**src/rtl/psd_pkg.sv**
```systemverilog
// shared types, constants and helpers of the singular point detector
// no dependencies; imported by every module of the block except psd_ram
package psd_pkg;

  // default sizes of the grid
  localparam int DEF_MAX_COLUMNS = 64;
  localparam int DEF_MAX_ROWS    = 64;

  // field widths
  localparam int ORI_W   = 13;
  localparam int DIFF_W  = 15;
  localparam int ACC_W   = 18;
  localparam int SUM_W   = 15;
  localparam int POS_W   = 6;
  localparam int GC_W    = 7;
  localparam int TOL_W   = 11;
  localparam int LINE_W  = 2 * ORI_W;
  localparam int WIN_N   = 9;

  // angles in 1/16 degree
  localparam int QUARTER_TURN = 1440;
  localparam int HALF_TURN    = 2880;
  localparam int FULL_TURN    = 5760;
  localparam int SUM_LIMIT    = 11520;

  // register reset values
  localparam logic [GC_W-1:0]  GRID_COLUMNS_RST = 7'd32;
  localparam logic [TOL_W-1:0] TOLERANCE_RST    = 11'd800;

  // register index, taken from paddr[2]
  typedef enum logic {
    REG_GRID_COLUMNS = 1'b0,
    REG_TOLERANCE    = 1'b1
  } psd_reg_e;

  // classification of a window center
  typedef enum logic [1:0] {
    KIND_NONE  = 2'd0,
    KIND_LOOP  = 2'd1,
    KIND_DELTA = 2'd2,
    KIND_WHORL = 2'd3
  } psd_kind_e;

  // 3x3 window, entry r*3+c, row 0 oldest, column 2 newest
  typedef logic [WIN_N-1:0][ORI_W-1:0] psd_win_t;

  // circle walked around the center
  typedef logic [3:0] ring_idx_t;
  localparam ring_idx_t RING [8] = '{4'd2, 4'd1, 4'd0, 4'd3, 4'd6, 4'd7, 4'd8, 4'd5};

  // fold a neighbour difference once into plus or minus 90 degrees
  function automatic logic signed [DIFF_W-1:0] fold(input logic signed [DIFF_W-1:0] d);
    logic signed [DIFF_W-1:0] r;
    if (d > QUARTER_TURN) begin
      r = DIFF_W'(d - HALF_TURN);
    end else if (d < -QUARTER_TURN) begin
      r = DIFF_W'(d + HALF_TURN);
    end else begin
      r = d;
    end
    return r;
  endfunction

endpackage

```
**src/rtl/psd_ram.sv**
```systemverilog
// generic single-write, single-read memory with registered read data
// no dependencies
module psd_ram #(
  parameter int WIDTH = 8,
  parameter int DEPTH = 64
) (
  input  logic                     clk_i,
  input  logic                     we_i,
  input  logic [$clog2(DEPTH)-1:0] waddr_i,
  input  logic [WIDTH-1:0]         wdata_i,
  input  logic                     re_i,
  input  logic [$clog2(DEPTH)-1:0] raddr_i,
  output logic [WIDTH-1:0]         rdata_o
);

  logic [WIDTH-1:0] mem_q [DEPTH];
  logic [WIDTH-1:0] rdata_q;

  // write port
  always_ff @(posedge clk_i) begin
    if (we_i) begin
      mem_q[waddr_i] <= wdata_i;
    end
  end

  // registered read, holds while no read is issued
  always_ff @(posedge clk_i) begin
    if (re_i) begin
      rdata_q <= mem_q[raddr_i];
    end
  end

  assign rdata_o = rdata_q;

endmodule

```
**src/rtl/psd_front.sv**
```systemverilog
// front end: accepts words, tracks row and column, keeps line buffers and the window
// depends on psd_pkg and psd_ram; pushes complete windows into the queue
module psd_front #(
  parameter int MAX_COLUMNS = psd_pkg::DEF_MAX_COLUMNS,
  parameter int MAX_ROWS    = psd_pkg::DEF_MAX_ROWS,
  parameter int CW          = $clog2(MAX_COLUMNS),
  parameter int RW          = $clog2(MAX_ROWS)
) (
  input  logic                                clk_i,
  input  logic                                rst_ni,
  input  logic [psd_pkg::GC_W-1:0]            grid_columns_i,
  input  logic                                in_valid_i,
  output logic                                in_ready_o,
  input  logic [psd_pkg::ORI_W-1:0]           orientation_i,
  input  logic                                frame_start_i,
  output logic                                push_o,
  input  logic                                push_ready_i,
  output logic [RW+CW+psd_pkg::WIN_N*psd_pkg::ORI_W-1:0] push_data_o
);
  import psd_pkg::*;

  localparam int LW = (CW + 1 > GC_W) ? CW + 1 : GC_W;

  // position counters
  logic [CW-1:0] col_q, col_d;
  logic [RW-1:0] row_q, row_d;

  // item waiting for its line buffer data
  logic             s1_v_q;
  logic [ORI_W-1:0] s1_x_q;
  logic [CW-1:0]    s1_c_q;
  logic [RW-1:0]    s1_r_q;
  logic             fwd_q;
  logic [LINE_W-1:0] fwd_data_q;

  psd_win_t win_q, win_n;

  logic [LW-1:0]  cols, gc_ext;
  logic [CW-1:0]  cur_c, base_c;
  logic [RW-1:0]  cur_r, base_r;
  logic           acc, s1_adv, need_push;
  logic [LINE_W-1:0] ram_rdata, line_rd, ram_wdata;

  // effective grid width
  assign gc_ext = LW'(grid_columns_i);
  always_comb begin
    if (gc_ext < LW'(3)) begin
      cols = LW'(3);
    end else if (gc_ext > LW'(MAX_COLUMNS)) begin
      cols = LW'(MAX_COLUMNS);
    end else begin
      cols = gc_ext;
    end
  end

  // position of the incoming word
  always_comb begin
    base_c = frame_start_i ? '0 : col_q;
    base_r = frame_start_i ? '0 : row_q;
    cur_c  = (LW'(base_c) >= cols) ? '0 : base_c;
    cur_r  = ((RW+1)'(base_r) >= (RW+1)'(MAX_ROWS)) ? '0 : base_r;
    if (LW'(cur_c) + LW'(1) >= cols) begin
      col_d = '0;
      row_d = ((RW+1)'(cur_r) + (RW+1)'(1) >= (RW+1)'(MAX_ROWS)) ? '0 : RW'(cur_r + RW'(1));
    end else begin
      col_d = CW'(cur_c + CW'(1));
      row_d = cur_r;
    end
  end

  // handshake of the front
  assign need_push  = (s1_r_q >= RW'(2)) && (s1_c_q >= CW'(2));
  assign s1_adv     = s1_v_q && (!need_push || push_ready_i);
  assign in_ready_o = !s1_v_q || s1_adv;
  assign acc        = in_valid_i && in_ready_o;

  // line buffers: upper half two rows above, lower half one row above
  assign line_rd   = fwd_q ? fwd_data_q : ram_rdata;
  assign ram_wdata = {line_rd[ORI_W-1:0], s1_x_q};

  psd_ram #(
    .WIDTH (LINE_W),
    .DEPTH (MAX_COLUMNS)
  ) u_line (
    .clk_i   (clk_i),
    .we_i    (s1_adv),
    .waddr_i (s1_c_q),
    .wdata_i (ram_wdata),
    .re_i    (acc),
    .raddr_i (cur_c),
    .rdata_o (ram_rdata)
  );

  // shifted window
  always_comb begin
    win_n    = win_q;
    win_n[0] = win_q[1];
    win_n[1] = win_q[2];
    win_n[2] = line_rd[LINE_W-1:ORI_W];
    win_n[3] = win_q[4];
    win_n[4] = win_q[5];
    win_n[5] = line_rd[ORI_W-1:0];
    win_n[6] = win_q[7];
    win_n[7] = win_q[8];
    win_n[8] = s1_x_q;
  end

  // control state
  always_ff @(posedge clk_i or negedge rst_ni) begin
    if (!rst_ni) begin
      col_q  <= '0;
      row_q  <= '0;
      s1_v_q <= 1'b0;
      fwd_q  <= 1'b0;
      win_q  <= '0;
    end else begin
      if (acc) begin
        col_q  <= col_d;
        row_q  <= row_d;
        s1_v_q <= 1'b1;
        fwd_q  <= s1_adv && (s1_c_q == cur_c);
      end else if (s1_adv) begin
        s1_v_q <= 1'b0;
      end
      if (s1_adv) begin
        win_q <= win_n;
      end
    end
  end

  // payload of the waiting word, plus write data forwarded to a same-column read
  always_ff @(posedge clk_i) begin
    if (acc) begin
      s1_x_q     <= orientation_i;
      s1_c_q     <= cur_c;
      s1_r_q     <= cur_r;
      fwd_data_q <= ram_wdata;
    end
  end

  assign push_o      = s1_adv && need_push;
  assign push_data_o = {s1_r_q, s1_c_q, win_n};

endmodule

```
**src/rtl/psd_queue.sv**
```systemverilog
// two-entry queue between the front and the back end
// depends on psd_pkg only for the import convention
module psd_queue #(
  parameter int WIDTH = 8
) (
  input  logic             clk_i,
  input  logic             rst_ni,
  input  logic             push_i,
  output logic             push_ready_o,
  input  logic [WIDTH-1:0] push_data_i,
  output logic             pop_valid_o,
  input  logic             pop_ready_i,
  output logic [WIDTH-1:0] pop_data_o
);
  import psd_pkg::*;

  logic [WIDTH-1:0] mem_q [2];
  logic             wr_q, rd_q;
  logic [1:0]       cnt_q;
  logic             do_push, do_pop;

  assign push_ready_o = (cnt_q != 2'd2);
  assign pop_valid_o  = (cnt_q != 2'd0);
  assign pop_data_o   = mem_q[rd_q];
  assign do_push      = push_i && push_ready_o;
  assign do_pop       = pop_valid_o && pop_ready_i;

  // pointers and fill count
  always_ff @(posedge clk_i or negedge rst_ni) begin
    if (!rst_ni) begin
      wr_q  <= 1'b0;
      rd_q  <= 1'b0;
      cnt_q <= 2'd0;
    end else begin
      if (do_push) begin
        wr_q <= ~wr_q;
      end
      if (do_pop) begin
        rd_q <= ~rd_q;
      end
      case ({do_push, do_pop})
        2'b10:   cnt_q <= cnt_q + 2'd1;
        2'b01:   cnt_q <= cnt_q - 2'd1;
        default: cnt_q <= cnt_q;
      endcase
    end
  end

  // storage
  always_ff @(posedge clk_i) begin
    if (do_push) begin
      mem_q[wr_q] <= push_data_i;
    end
  end

endmodule

```
**src/rtl/psd_back.sv**
```systemverilog
// back end: folds and sums the ring differences, saturates and classifies
// depends on psd_pkg; three stages with the result register at the end
module psd_back #(
  parameter int CW = 6,
  parameter int RW = 6
) (
  input  logic                                clk_i,
  input  logic                                rst_ni,
  input  logic [psd_pkg::TOL_W-1:0]           tolerance_i,
  input  logic                                in_valid_i,
  output logic                                in_ready_o,
  input  logic [RW+CW+psd_pkg::WIN_N*psd_pkg::ORI_W-1:0] in_data_i,
  output logic                                out_valid_o,
  input  logic                                out_ready_i,
  output logic [psd_pkg::POS_W-1:0]           center_row_o,
  output logic [psd_pkg::POS_W-1:0]           center_col_o,
  output logic [1:0]                          point_kind_o,
  output logic [psd_pkg::SUM_W-1:0]           index_sum_o
);
  import psd_pkg::*;

  localparam int WB = WIN_N * ORI_W;

  // test a sum against target plus or minus tolerance
  function automatic logic near(input logic signed [17:0] s, input logic signed [17:0] t,
                                input logic signed [17:0] tol);
    logic ok;
    ok = (s >= t - tol) && (s <= t + tol);
    return ok;
  endfunction

  psd_win_t win;
  logic [CW-1:0] in_c;
  logic [RW-1:0] in_r;
  assign win  = in_data_i[WB-1:0];
  assign in_c = in_data_i[WB+CW-1:WB];
  assign in_r = in_data_i[WB+CW+RW-1:WB+CW];

  // stage enables, back to front
  logic v1_q, v2_q, ov_q;
  logic en1, en2, eno;
  assign eno        = !ov_q || out_ready_i;
  assign en2        = !v2_q || eno;
  assign en1        = !v1_q || en2;
  assign in_ready_o = en1;

  // stage 1: folded ring differences
  logic signed [DIFF_W-1:0] fd_d [8];
  logic signed [DIFF_W-1:0] fd_q [8];
  logic [CW-1:0] c1_q, c2_q;
  logic [RW-1:0] r1_q, r2_q;

  always_comb begin
    for (int k = 0; k < 8; k++) begin
      fd_d[k] = fold(DIFF_W'($signed(win[RING[k]])) - DIFF_W'($signed(win[RING[(k+1)%8]])));
    end
  end

  // stage 2: sum of the eight
  logic signed [ACC_W-1:0] sum_d, sum_q;
  always_comb begin
    sum_d = '0;
    for (int k = 0; k < 8; k++) begin
      sum_d = sum_d + ACC_W'(fd_q[k]);
    end
  end

  // stage 3: saturation and classification
  logic signed [SUM_W-1:0] sat;
  logic signed [17:0]      sat18, tol18;
  psd_kind_e               kind;
  logic [RW-1:0]           rm1;
  logic [CW-1:0]           cm1;
  logic [RW+POS_W-1:0]     rx;
  logic [CW+POS_W-1:0]     cx;

  always_comb begin
    if (sum_q > SUM_LIMIT) begin
      sat = SUM_W'(SUM_LIMIT);
    end else if (sum_q < -SUM_LIMIT) begin
      sat = SUM_W'(-SUM_LIMIT);
    end else begin
      sat = SUM_W'(sum_q);
    end
    sat18 = 18'(sat);
    tol18 = $signed({7'b0, tolerance_i});
    if (near(sat18, 18'(HALF_TURN), tol18)) begin
      kind = KIND_LOOP;
    end else if (near(sat18, 18'(-HALF_TURN), tol18)) begin
      kind = KIND_DELTA;
    end else if (near(sat18, 18'(FULL_TURN), tol18)) begin
      kind = KIND_WHORL;
    end else begin
      kind = KIND_NONE;
    end
    rm1 = RW'(r2_q - RW'(1));
    cm1 = CW'(c2_q - CW'(1));
    rx  = {{POS_W{1'b0}}, rm1};
    cx  = {{POS_W{1'b0}}, cm1};
  end

  // valid bits
  always_ff @(posedge clk_i or negedge rst_ni) begin
    if (!rst_ni) begin
      v1_q <= 1'b0;
      v2_q <= 1'b0;
      ov_q <= 1'b0;
    end else begin
      if (en1) begin
        v1_q <= in_valid_i;
      end
      if (en2) begin
        v2_q <= v1_q;
      end
      if (eno) begin
        ov_q <= v2_q;
      end
    end
  end

  // stage payloads
  always_ff @(posedge clk_i) begin
    if (en1) begin
      fd_q <= fd_d;
      c1_q <= in_c;
      r1_q <= in_r;
    end
    if (en2) begin
      sum_q <= sum_d;
      c2_q  <= c1_q;
      r2_q  <= r1_q;
    end
    if (eno) begin
      center_row_o <= rx[POS_W-1:0];
      center_col_o <= cx[POS_W-1:0];
      point_kind_o <= kind;
      index_sum_o  <= sat;
    end
  end

  assign out_valid_o = ov_q;

endmodule

```
**src/rtl/poincare_singular_point_detector.sv**
```systemverilog
// top level of the singular point detector: register port, front, queue and back end
// depends on psd_pkg, psd_front, psd_queue, psd_back (and psd_ram below the front)
//
//  channel   | direction | handshake                  | contents
//  s_axis    | in        | tvalid/tready              | orientation, frame_start
//  m_axis    | out       | tvalid/tready              | center row/col, index sum, kind
//  apb       | in        | psel/penable, pready = 1   | grid_columns, tolerance
//
// one word per cycle in unless the queue is full, one result per interior block; a
// result is offered once its word has passed the line buffer read stage, queue, two
// back end stages and the result register. the line buffer read port sets the front
// at one word per cycle; the back end pipeline sustains the same while m_axis is
// ready. reset clears counters, window and valid bits at once, no clearing pass. the
// two-entry queue lets the front keep taking words while a result waits on m_axis.
module poincare_singular_point_detector #(
  parameter int MAX_COLUMNS = psd_pkg::DEF_MAX_COLUMNS,
  parameter int MAX_ROWS    = psd_pkg::DEF_MAX_ROWS
) (
  input  logic        clk_i,
  input  logic        rst_ni,
  // apb register port
  input  logic        psel,
  input  logic        penable,
  input  logic        pwrite,
  input  logic [2:0]  paddr,
  input  logic [31:0] pwdata,
  output logic [31:0] prdata,
  output logic        pready,
  // input stream
  input  logic        s_axis_tvalid,
  output logic        s_axis_tready,
  input  logic [15:0] s_axis_tdata,   // orientation[12:0], zero pad
  input  logic        s_axis_tuser,   // frame_start
  // result stream
  output logic        m_axis_tvalid,
  input  logic        m_axis_tready,
  output logic [31:0] m_axis_tdata,   // center_row[5:0], center_col[11:6], index_sum[26:12]
  output logic [1:0]  m_axis_tuser    // point_kind[1:0]
);
  import psd_pkg::*;

  localparam int CW = $clog2(MAX_COLUMNS);
  localparam int RW = $clog2(MAX_ROWS);
  localparam int QW = RW + CW + WIN_N * ORI_W;

  // configuration registers
  logic [GC_W-1:0]  grid_columns_q;
  logic [TOL_W-1:0] tolerance_q;
  logic             cfg_we;
  psd_reg_e         reg_sel;

  assign pready  = 1'b1;
  assign cfg_we  = psel && penable && pwrite && pready;
  assign reg_sel = psd_reg_e'(paddr[2]);

  always_ff @(posedge clk_i or negedge rst_ni) begin
    if (!rst_ni) begin
      grid_columns_q <= GRID_COLUMNS_RST;
      tolerance_q    <= TOLERANCE_RST;
    end else if (cfg_we) begin
      case (reg_sel)
        REG_GRID_COLUMNS: grid_columns_q <= pwdata[GC_W-1:0];
        REG_TOLERANCE:    tolerance_q    <= pwdata[TOL_W-1:0];
        default:          ;
      endcase
    end
  end

  // read back
  always_comb begin
    case (reg_sel)
      REG_GRID_COLUMNS: prdata = {{(32-GC_W){1'b0}}, grid_columns_q};
      REG_TOLERANCE:    prdata = {{(32-TOL_W){1'b0}}, tolerance_q};
      default:          prdata = '0;
    endcase
  end

  // front end
  logic          push, push_ready, q_valid, q_ready;
  logic [QW-1:0] push_data, q_data;

  psd_front #(
    .MAX_COLUMNS (MAX_COLUMNS),
    .MAX_ROWS    (MAX_ROWS),
    .CW          (CW),
    .RW          (RW)
  ) u_front (
    .clk_i          (clk_i),
    .rst_ni         (rst_ni),
    .grid_columns_i (grid_columns_q),
    .in_valid_i     (s_axis_tvalid),
    .in_ready_o     (s_axis_tready),
    .orientation_i  (s_axis_tdata[ORI_W-1:0]),
    .frame_start_i  (s_axis_tuser),
    .push_o         (push),
    .push_ready_i   (push_ready),
    .push_data_o    (push_data)
  );

  // decoupling queue
  psd_queue #(
    .WIDTH (QW)
  ) u_queue (
    .clk_i        (clk_i),
    .rst_ni       (rst_ni),
    .push_i       (push),
    .push_ready_o (push_ready),
    .push_data_i  (push_data),
    .pop_valid_o  (q_valid),
    .pop_ready_i  (q_ready),
    .pop_data_o   (q_data)
  );

  // back end
  logic [POS_W-1:0] center_row, center_col;
  logic [1:0]       point_kind;
  logic [SUM_W-1:0] index_sum;

  psd_back #(
    .CW (CW),
    .RW (RW)
  ) u_back (
    .clk_i        (clk_i),
    .rst_ni       (rst_ni),
    .tolerance_i  (tolerance_q),
    .in_valid_i   (q_valid),
    .in_ready_o   (q_ready),
    .in_data_i    (q_data),
    .out_valid_o  (m_axis_tvalid),
    .out_ready_i  (m_axis_tready),
    .center_row_o (center_row),
    .center_col_o (center_col),
    .point_kind_o (point_kind),
    .index_sum_o  (index_sum)
  );

  assign m_axis_tdata = {5'b0, index_sum, center_col, center_row};
  assign m_axis_tuser = point_kind;

endmodule

```
**config.mk**
```make
export PLATFORM = sky130hd
export DESIGN_NAME = poincare_singular_point_detector
export DESIGN_NICKNAME = d
export VERILOG_FILES = /design/src/rtl/psd_pkg.sv /design/src/rtl/psd_ram.sv /design/src/rtl/psd_front.sv /design/src/rtl/psd_queue.sv /design/src/rtl/psd_back.sv /design/src/rtl/poincare_singular_point_detector.sv
export SDC_FILE = /design/constraint.sdc
export NUM_CORES = 2
export LEC_CHECK = 0
export ABC_AREA = 1
export BUFFER_PORTS_ARGS = -buffer_cell sky130_fd_sc_hd__buf_4
export CAP_MARGIN = 15
export CORE_MARGIN = 2
export CORE_UTILIZATION = 52
export CTS_CLUSTER_DIAMETER = 40
export CTS_CLUSTER_SIZE = 30
export DETAILED_ROUTE_END_ITERATION = 8
export PLACE_DENSITY = 0.68
export SETUP_SLACK_MARGIN = 0.02
export SLEW_MARGIN = 20
export SYNTH_ARGS = -nofsm -noshare
export SYNTH_HDL_FRONTEND = slang
export SYNTH_HIERARCHICAL = 1
export SYNTH_SLANG_ARGS = --single-unit
```
**constraint.sdc**
```tcl
create_clock -name clk_i -period 9.7 [get_ports clk_i]
set_input_delay 0.97 -clock clk_i [delete_from_list [all_inputs] [get_ports clk_i]]
set_output_delay 0.97 -clock clk_i [all_outputs]
set_load 0.01 [all_outputs]
```
# Word level (Yosys, flattened, before mapping)

Memories as Yosys holds them, arrays and structs flattened. A register that Yosys moved wholly into a read port is not among the register bits.
Index checks and enable logic that the tools add are counted.

Bits in registers: 359
Memory bits (writable): 1922
Bits of input ports: 59
Output and inout bits: 69
Word-level logic and storage cells: 188
Memories: 2

Add/sub/neg operators: 45
$lt $le $gt $ge: 31
Eq/ne operators: 4
Muxes and demuxes: 37
Bitwise gates (word level): 3
Reductions and logical operators: 27

Memories:

| name                 | depth | bits a word | read ports | clocked after Yosys merged registers in | write ports | line            | RTL |
|---|---|---|---|---|---|---|---|
| u_front.u_line.mem_q | 64    | 26          | 1          | 1                                       | 1           | psd_ram.sv:16   | `logic [WIDTH-1:0] mem_q [DEPTH];` |
| u_queue.mem_q        | 2     | 129         | 1          | 0                                       | 1           | psd_queue.sv:17 | `logic [WIDTH-1:0] mem_q [2];` |

Operators by type and width:

| kind                                                                               | number |
|---|---|
| 15-bit two-way mux                                                                 | 18 |
| 14-bit by 13-bit adder with 15-bit output (second input constant)                  | 8 |
| 14-bit by 13-bit subtractor with 15-bit output (second input constant)             | 8 |
| 14-bit by 12-bit greater-than comparator with 1-bit output (second input constant) | 8 |
| 14-bit by 12-bit < comparator with 1-bit output (second input constant)            | 8 |
| 13-bit by 13-bit subtractor with 14-bit output                                     | 8 |
| 18-bit by 15-bit adder with 18-bit output                                          | 5 |
| 32-bit case mux with 2 select lines                                                | 1 |
| 6-bit two-way mux                                                                  | 6 |
| 15-bit by 14-bit >= comparator with 1-bit output                                   | 2 |
| 15-bit by 14-bit less-or-equal comparator with 1-bit output                        | 2 |
| 26-bit two-way mux                                                                 | 1 |
| 18-bit by 15-bit greater-than comparator with 1-bit output (second input constant) | 1 |
| 18-bit by 15-bit < comparator with 1-bit output (second input constant)            | 1 |
| 16-bit by 15-bit adder with 17-bit output                                          | 1 |
| 15-bit by 15-bit adder with 16-bit output                                          | 1 |
| 15-bit by 13-bit >= comparator with 1-bit output                                   | 1 |
| 15-bit less-or-equal comparator                                                    | 1 |
| 13-bit by 11-bit adder with 14-bit output (first input constant)                   | 1 |
| 13-bit by 12-bit adder with 14-bit output (first input constant)                   | 1 |
| 6-bit by 1-bit adder with 7-bit output (second input constant)                     | 2 |
| 7-bit two-way mux                                                                  | 2 |
| 13-bit by 11-bit subtractor with 14-bit output (first input constant)              | 1 |
| 13-bit by 12-bit subtractor with 14-bit output (first input constant)              | 1 |
| other kinds (25)                                                                   | 58 |

# Longest topological paths before layout

Depth in word-level cells: 9
Depth in mapped cells: 29

# Hierarchy

The synthesis kept the hierarchy.

Modules (own cells, without submodules):

| module                           | instances | cells each | area an instance (um^2) | sequential area each (um^2) |
|---|---|---|---|---|
| psd_ram                          | 1         | 5657       | 68224.2                 | 50748.7 |
| psd_back                         | 1         | 2712       | 21630.7                 | 5810.6 |
| psd_queue                        | 1         | 704        | 9633.0                  | 7847.5 |
| psd_front                        | 1         | 683        | 6261.0                  | 3833.7 |
| poincare_singular_point_detector | 1         | 141        | 1066.0                  | 455.4 |

# Worst setup path before layout

OpenSTA, ideal clock, no wires.

Path type: register to register
From: register u_front.s1_c_q[4]
To: memory u_queue/mem_q[1][0] (netlist name) (enable)
Library setup time: 0.620 ns
Arrival time: 6.791 ns
Data required time: 9.080 ns
Path slack: 2.289 ns
Stages on the path, launching flop included: 11
Path through: edfxtp_1 > nor2_1 > nand3_1 > nand3_1 > nand2_1 > inv_2 > buf_2 > nand2_1 > inv_1 > nand2_1 > nor2_1

Longest elaborated chain between the ends: 9

RTL lines:

| item                                           | line                                   | RTL |
|---|---|---|
| start, declared                                | psd_front.sv:31                        | `logic [CW-1:0] s1_c_q;` |
| start signal, assigned                         | psd_front.sv:135                       | `s1_c_q <= cur_c;` |
| 6-bit by 2-bit >= comparator with 1-bit output | psd_front.sv:72                        | `assign need_push = (s1_r_q >= RW'(2)) && (s1_c_q >= CW'(2));` |
| 1-bit logical AND                              | psd_front.sv:72                        |  |
| 1-bit logical NOT                              | psd_front.sv:73                        | `assign s1_adv = s1_v_q && (!need_push \|\| push_ready_i);` |
| 1-bit logical OR                               | psd_front.sv:73                        |  |
| 1-bit logical AND                              | psd_front.sv:73                        |  |
| via u_front.s1_adv                             | psd_front.sv:41                        | `logic acc, s1_adv, need_push;` |
| 1-bit logical AND                              | psd_front.sv:141                       | `assign push_o = s1_adv && need_push;` |
| via push                                       | poincare_singular_point_detector.sv:79 | `logic push, push_ready, q_valid, q_ready;` |
| 1-bit logical AND                              | psd_queue.sv:25                        | `assign do_push = push_i && push_ready_o;` |
| 1-bit two-way mux                              | psd_queue.sv:51                        | `if (do_push) begin` |
| 1-bit two-way mux (implied by the code)        | psd_queue.sv:52                        | `mem_q[wr_q] <= push_data_i;` |
| end, declared                                  | psd_queue.sv:17                        |  |

The timed path passes the listed nets, and every way through them passes these cells.

# Worst setup path after layout

From: register grid_columns_q[3]
To: register u_front.u_line.rdata_q[22], in the netlist u_front/u_line/rdata_o[22] (read register of u_front.u_line.mem_q), data pin

Longest elaborated chain between the ends: 5

RTL lines:

| item                                               | line                                   | RTL |
|---|---|---|
| start, declared                                    | poincare_singular_point_detector.sv:47 | `logic [GC_W-1:0] grid_columns_q;` |
| start signal, assigned                             | poincare_singular_point_detector.sv:62 | `REG_GRID_COLUMNS: grid_columns_q <= pwdata[GC_W-1:0];` |
| 7-bit greater-than comparator                      | psd_front.sv:49                        | `end else if (gc_ext > LW'(MAX_COLUMNS)) begin` |
| 7-bit two-way mux                                  | psd_front.sv:49                        |  |
| 7-bit two-way mux (*)                              | psd_front.sv:47                        | `if (gc_ext < LW'(3)) begin` |
| 6-bit by 7-bit >= comparator with 1-bit output (*) | psd_front.sv:60                        | `cur_c = (LW'(base_c) >= cols) ? '0 : base_c;` |
| 6-bit two-way mux (*)                              | psd_front.sv:60                        |  |
| via u_front.cur_c[0]                               | psd_front.sv:39                        | `logic [CW-1:0] cur_c, base_c;` |
| end, declared                                      | psd_ram.sv:17                          | `logic [WIDTH-1:0] rdata_q;` |

Mark *: on every way through the listed nets, which the timed path passes. The rest lies on a longest branch.
A chain may end at the register's enable or synchronous reset.

==> results_dict.tcl <==
set metrics [dict create \
    setup_viol 0 \
    first_global_vias 69300 \
    arrival_ps 6790 \
    die_y_um 455 \
    max_freq_mhz 167 \
    grt_usage_pct 27.2 \
    fp.dieW_um 455 \
    fillCellCount 16100 \
    cts_tree "done" \
    multiInputGateArea_um2 32800 \
    wl_um 285000 \
    status "complete, no violations" \
    htreeDepth 5 \
    dieArea_um2 207000 \
    crit_type "reg2reg" \
    yosysWarnings 6 \
    place_congestion 0.921 \
    synthCells 9830 \
    tightest_slew_ps 1240 \
    netlist_area_um2 106000 \
    io_buffers 74 \
    rsz0062_at_grt "false" \
    dp_hpwl_um 165000 \
    rows 165 \
    avgViaCountPerCell 5.65 \
    layout_commonest_cell "nand2_1" \
    clockBufferDepth 4 \
    drc 0 \
    wl_per_cell_um 22.1 \
    grt_pass1_wl_um 424000 \
    fin_worst_skew_ps 50.0 \
    cp_max_fo 187 \
    relSlewSlack_pct 17.1 \
    holdBufCountCts 0 \
    cp-end-kind "flop" \
    hold_class "in2async" \
    num_vias 72700 \
    finalCritPeriodShare_pct 61.9 \
    grt-ovfl-total 0 \
    cts_buffers 326 \
    setup_ws_ps 3700 \
    cts.repair.resized 0 \
    dp_slack_ps 3530 \
    drt.antenna.violating_nets 0 \
    initial_utilization_pct 52.3 \
    core_area_um2 202000 \
    hold_violations 0 \
    postCtsSetupRepairBufs 0 \
    finalCriticalPeriod_ps 6000 \
    final_cell_mix "nand2_1 (3483), edfxtp_1 (2164), nand3_1 (1598)" \
    antenna_found_initial 5 \
    root_buffer "clkbuf_16" \
    seqCellArea_um2 67900 \
    cts.sinks 2281 \
    clk_pin_slew_worst_paths_ps 60 \
    layout-drive-gt1-share_pct 10.2 \
    maxCapViolCount 0 \
    nets 10300 \
    dr.pass1.iters 6 \
    worstPathRequired_ps 10490 \
    synth.avg_cell_area_um2 10.8 \
    syn_to_final_growth_pct 12.9 \
    start_kind "flop" \
    slew_viol_final 0 \
    boundaryPins 128 \
    drt_iter0_drc 8637 \
    setup_tns_ps 0 \
    grt_max_degree 204 \
    clkLatencyLatePin_ps 930 \
]
[per-layer routing]
| layer | vias to the layer above | part of all wire (%) | track usage (%) |
|---|---|---|---|
| met2 | 3472 | 46 | 42.6 |
| met5 | - | 0 | 0 |
| li1 | 33500 | - | - |
| met1 | 35100 | 40 | 37.3 |
| met3 | 661 | 9.2 | 4.89 |
| met4 | 0 | 4.9 | 12.6 |
[metrics by stage]
| stage | hold WS, ps | area [um2] | std cells | util, % |
|---|---|---|---|---|
| after global routing | 61.6 | 120000 | 12900 | 59.1 |
| after detailed placement | 405 | 109000 | 12300 | 53.7 |
| final | 33.5 | 120000 | 12900 | 59.1 |
| after floorplan | 400 | 106000 | 9855 | - |
| after global placement | 404 | 109000 | 12300 | 53.7 |
| after CTS | 19.6 | 120000 | 12900 | 59.1 |
[registers in the layout (all words and copies together), names as in the netlist, 6 cells and up]
signal / flops
u_front/u_line/mem_q: 1664
u_front/u_line/rdata_o: 26
u_front/s1_x_q: 13
u_back/r1_q: 6
u_back/sum_q: 18
u_front/row_q: 6
u_front/s1_r_q: 6
u_front/s1_c_q: 6
u_front/fwd_data_q: 26
u_back/c2_q: 6
u_queue/mem_q: 232
tolerance_q: 11
u_front/push_data_o: 78
u_back/c1_q: 6
u_front/col_q: 6
u_back/fd_q: 120
grid_columns_q: 7
u_back/center_col_o: 6
u_back/center_row_o: 6
u_back/index_sum_o: 15
u_back/r2_q: 6
[worst max-delay path, cell delays in order (launching register included)]
cell	delay [ps]
dfrtp_1	410
nor4_1	410
nand2_1	90
nand2_1	90
nand2_1	110
ha_1	310
a21oi_1	140
nand2_1	70
nand2_1	350
nand3_1	300
inv_8	570
buf_12	630
buf_4	830
nand2_1	120
nand3_1	120
nand3_1	90
nand2_1	240
nand2_1	110
nand3_1	170
nand3_1	220
nand2_1	130
[cell type report]
cell class / instances / share of cell area, %
clock inverters: 221 / 2.00
well taps: 2672 / 2.80
diodes: 5 / 0.0105
repair buffers: 227 / 1.54
clock buffers: 356 / 7.06
multi-input cells: 6384 / 27.4
inverters: 725 / 2.33
flip-flops and latches: 2281 / 56.8
[path summary, 6_finish.rpt]
kind	from	to	slack (ps)	cells past startpoint
setup reg to reg	grid_columns_q[3]	u_front/u_line/rdata_o[22]	3700	20
setup / recovery	grid_columns_q[3]	u_front/u_line/rdata_o[22]	3700	20
hold / removal	rst_ni	u_front/push_data_o[89]	30	1
max in group asynchronous	rst_ni	u_queue/rd_q	8230	2
min in group clk_i	s_axis_tdata[6]	u_front/s1_x_q[6]	210	1
hold reg to reg	u_back/r1_q[1]	u_back/r2_q[1]	420	0
Power is not shown: default switching activity piles up to over one toggle a cycle in this logic, so the estimate is an artifact.
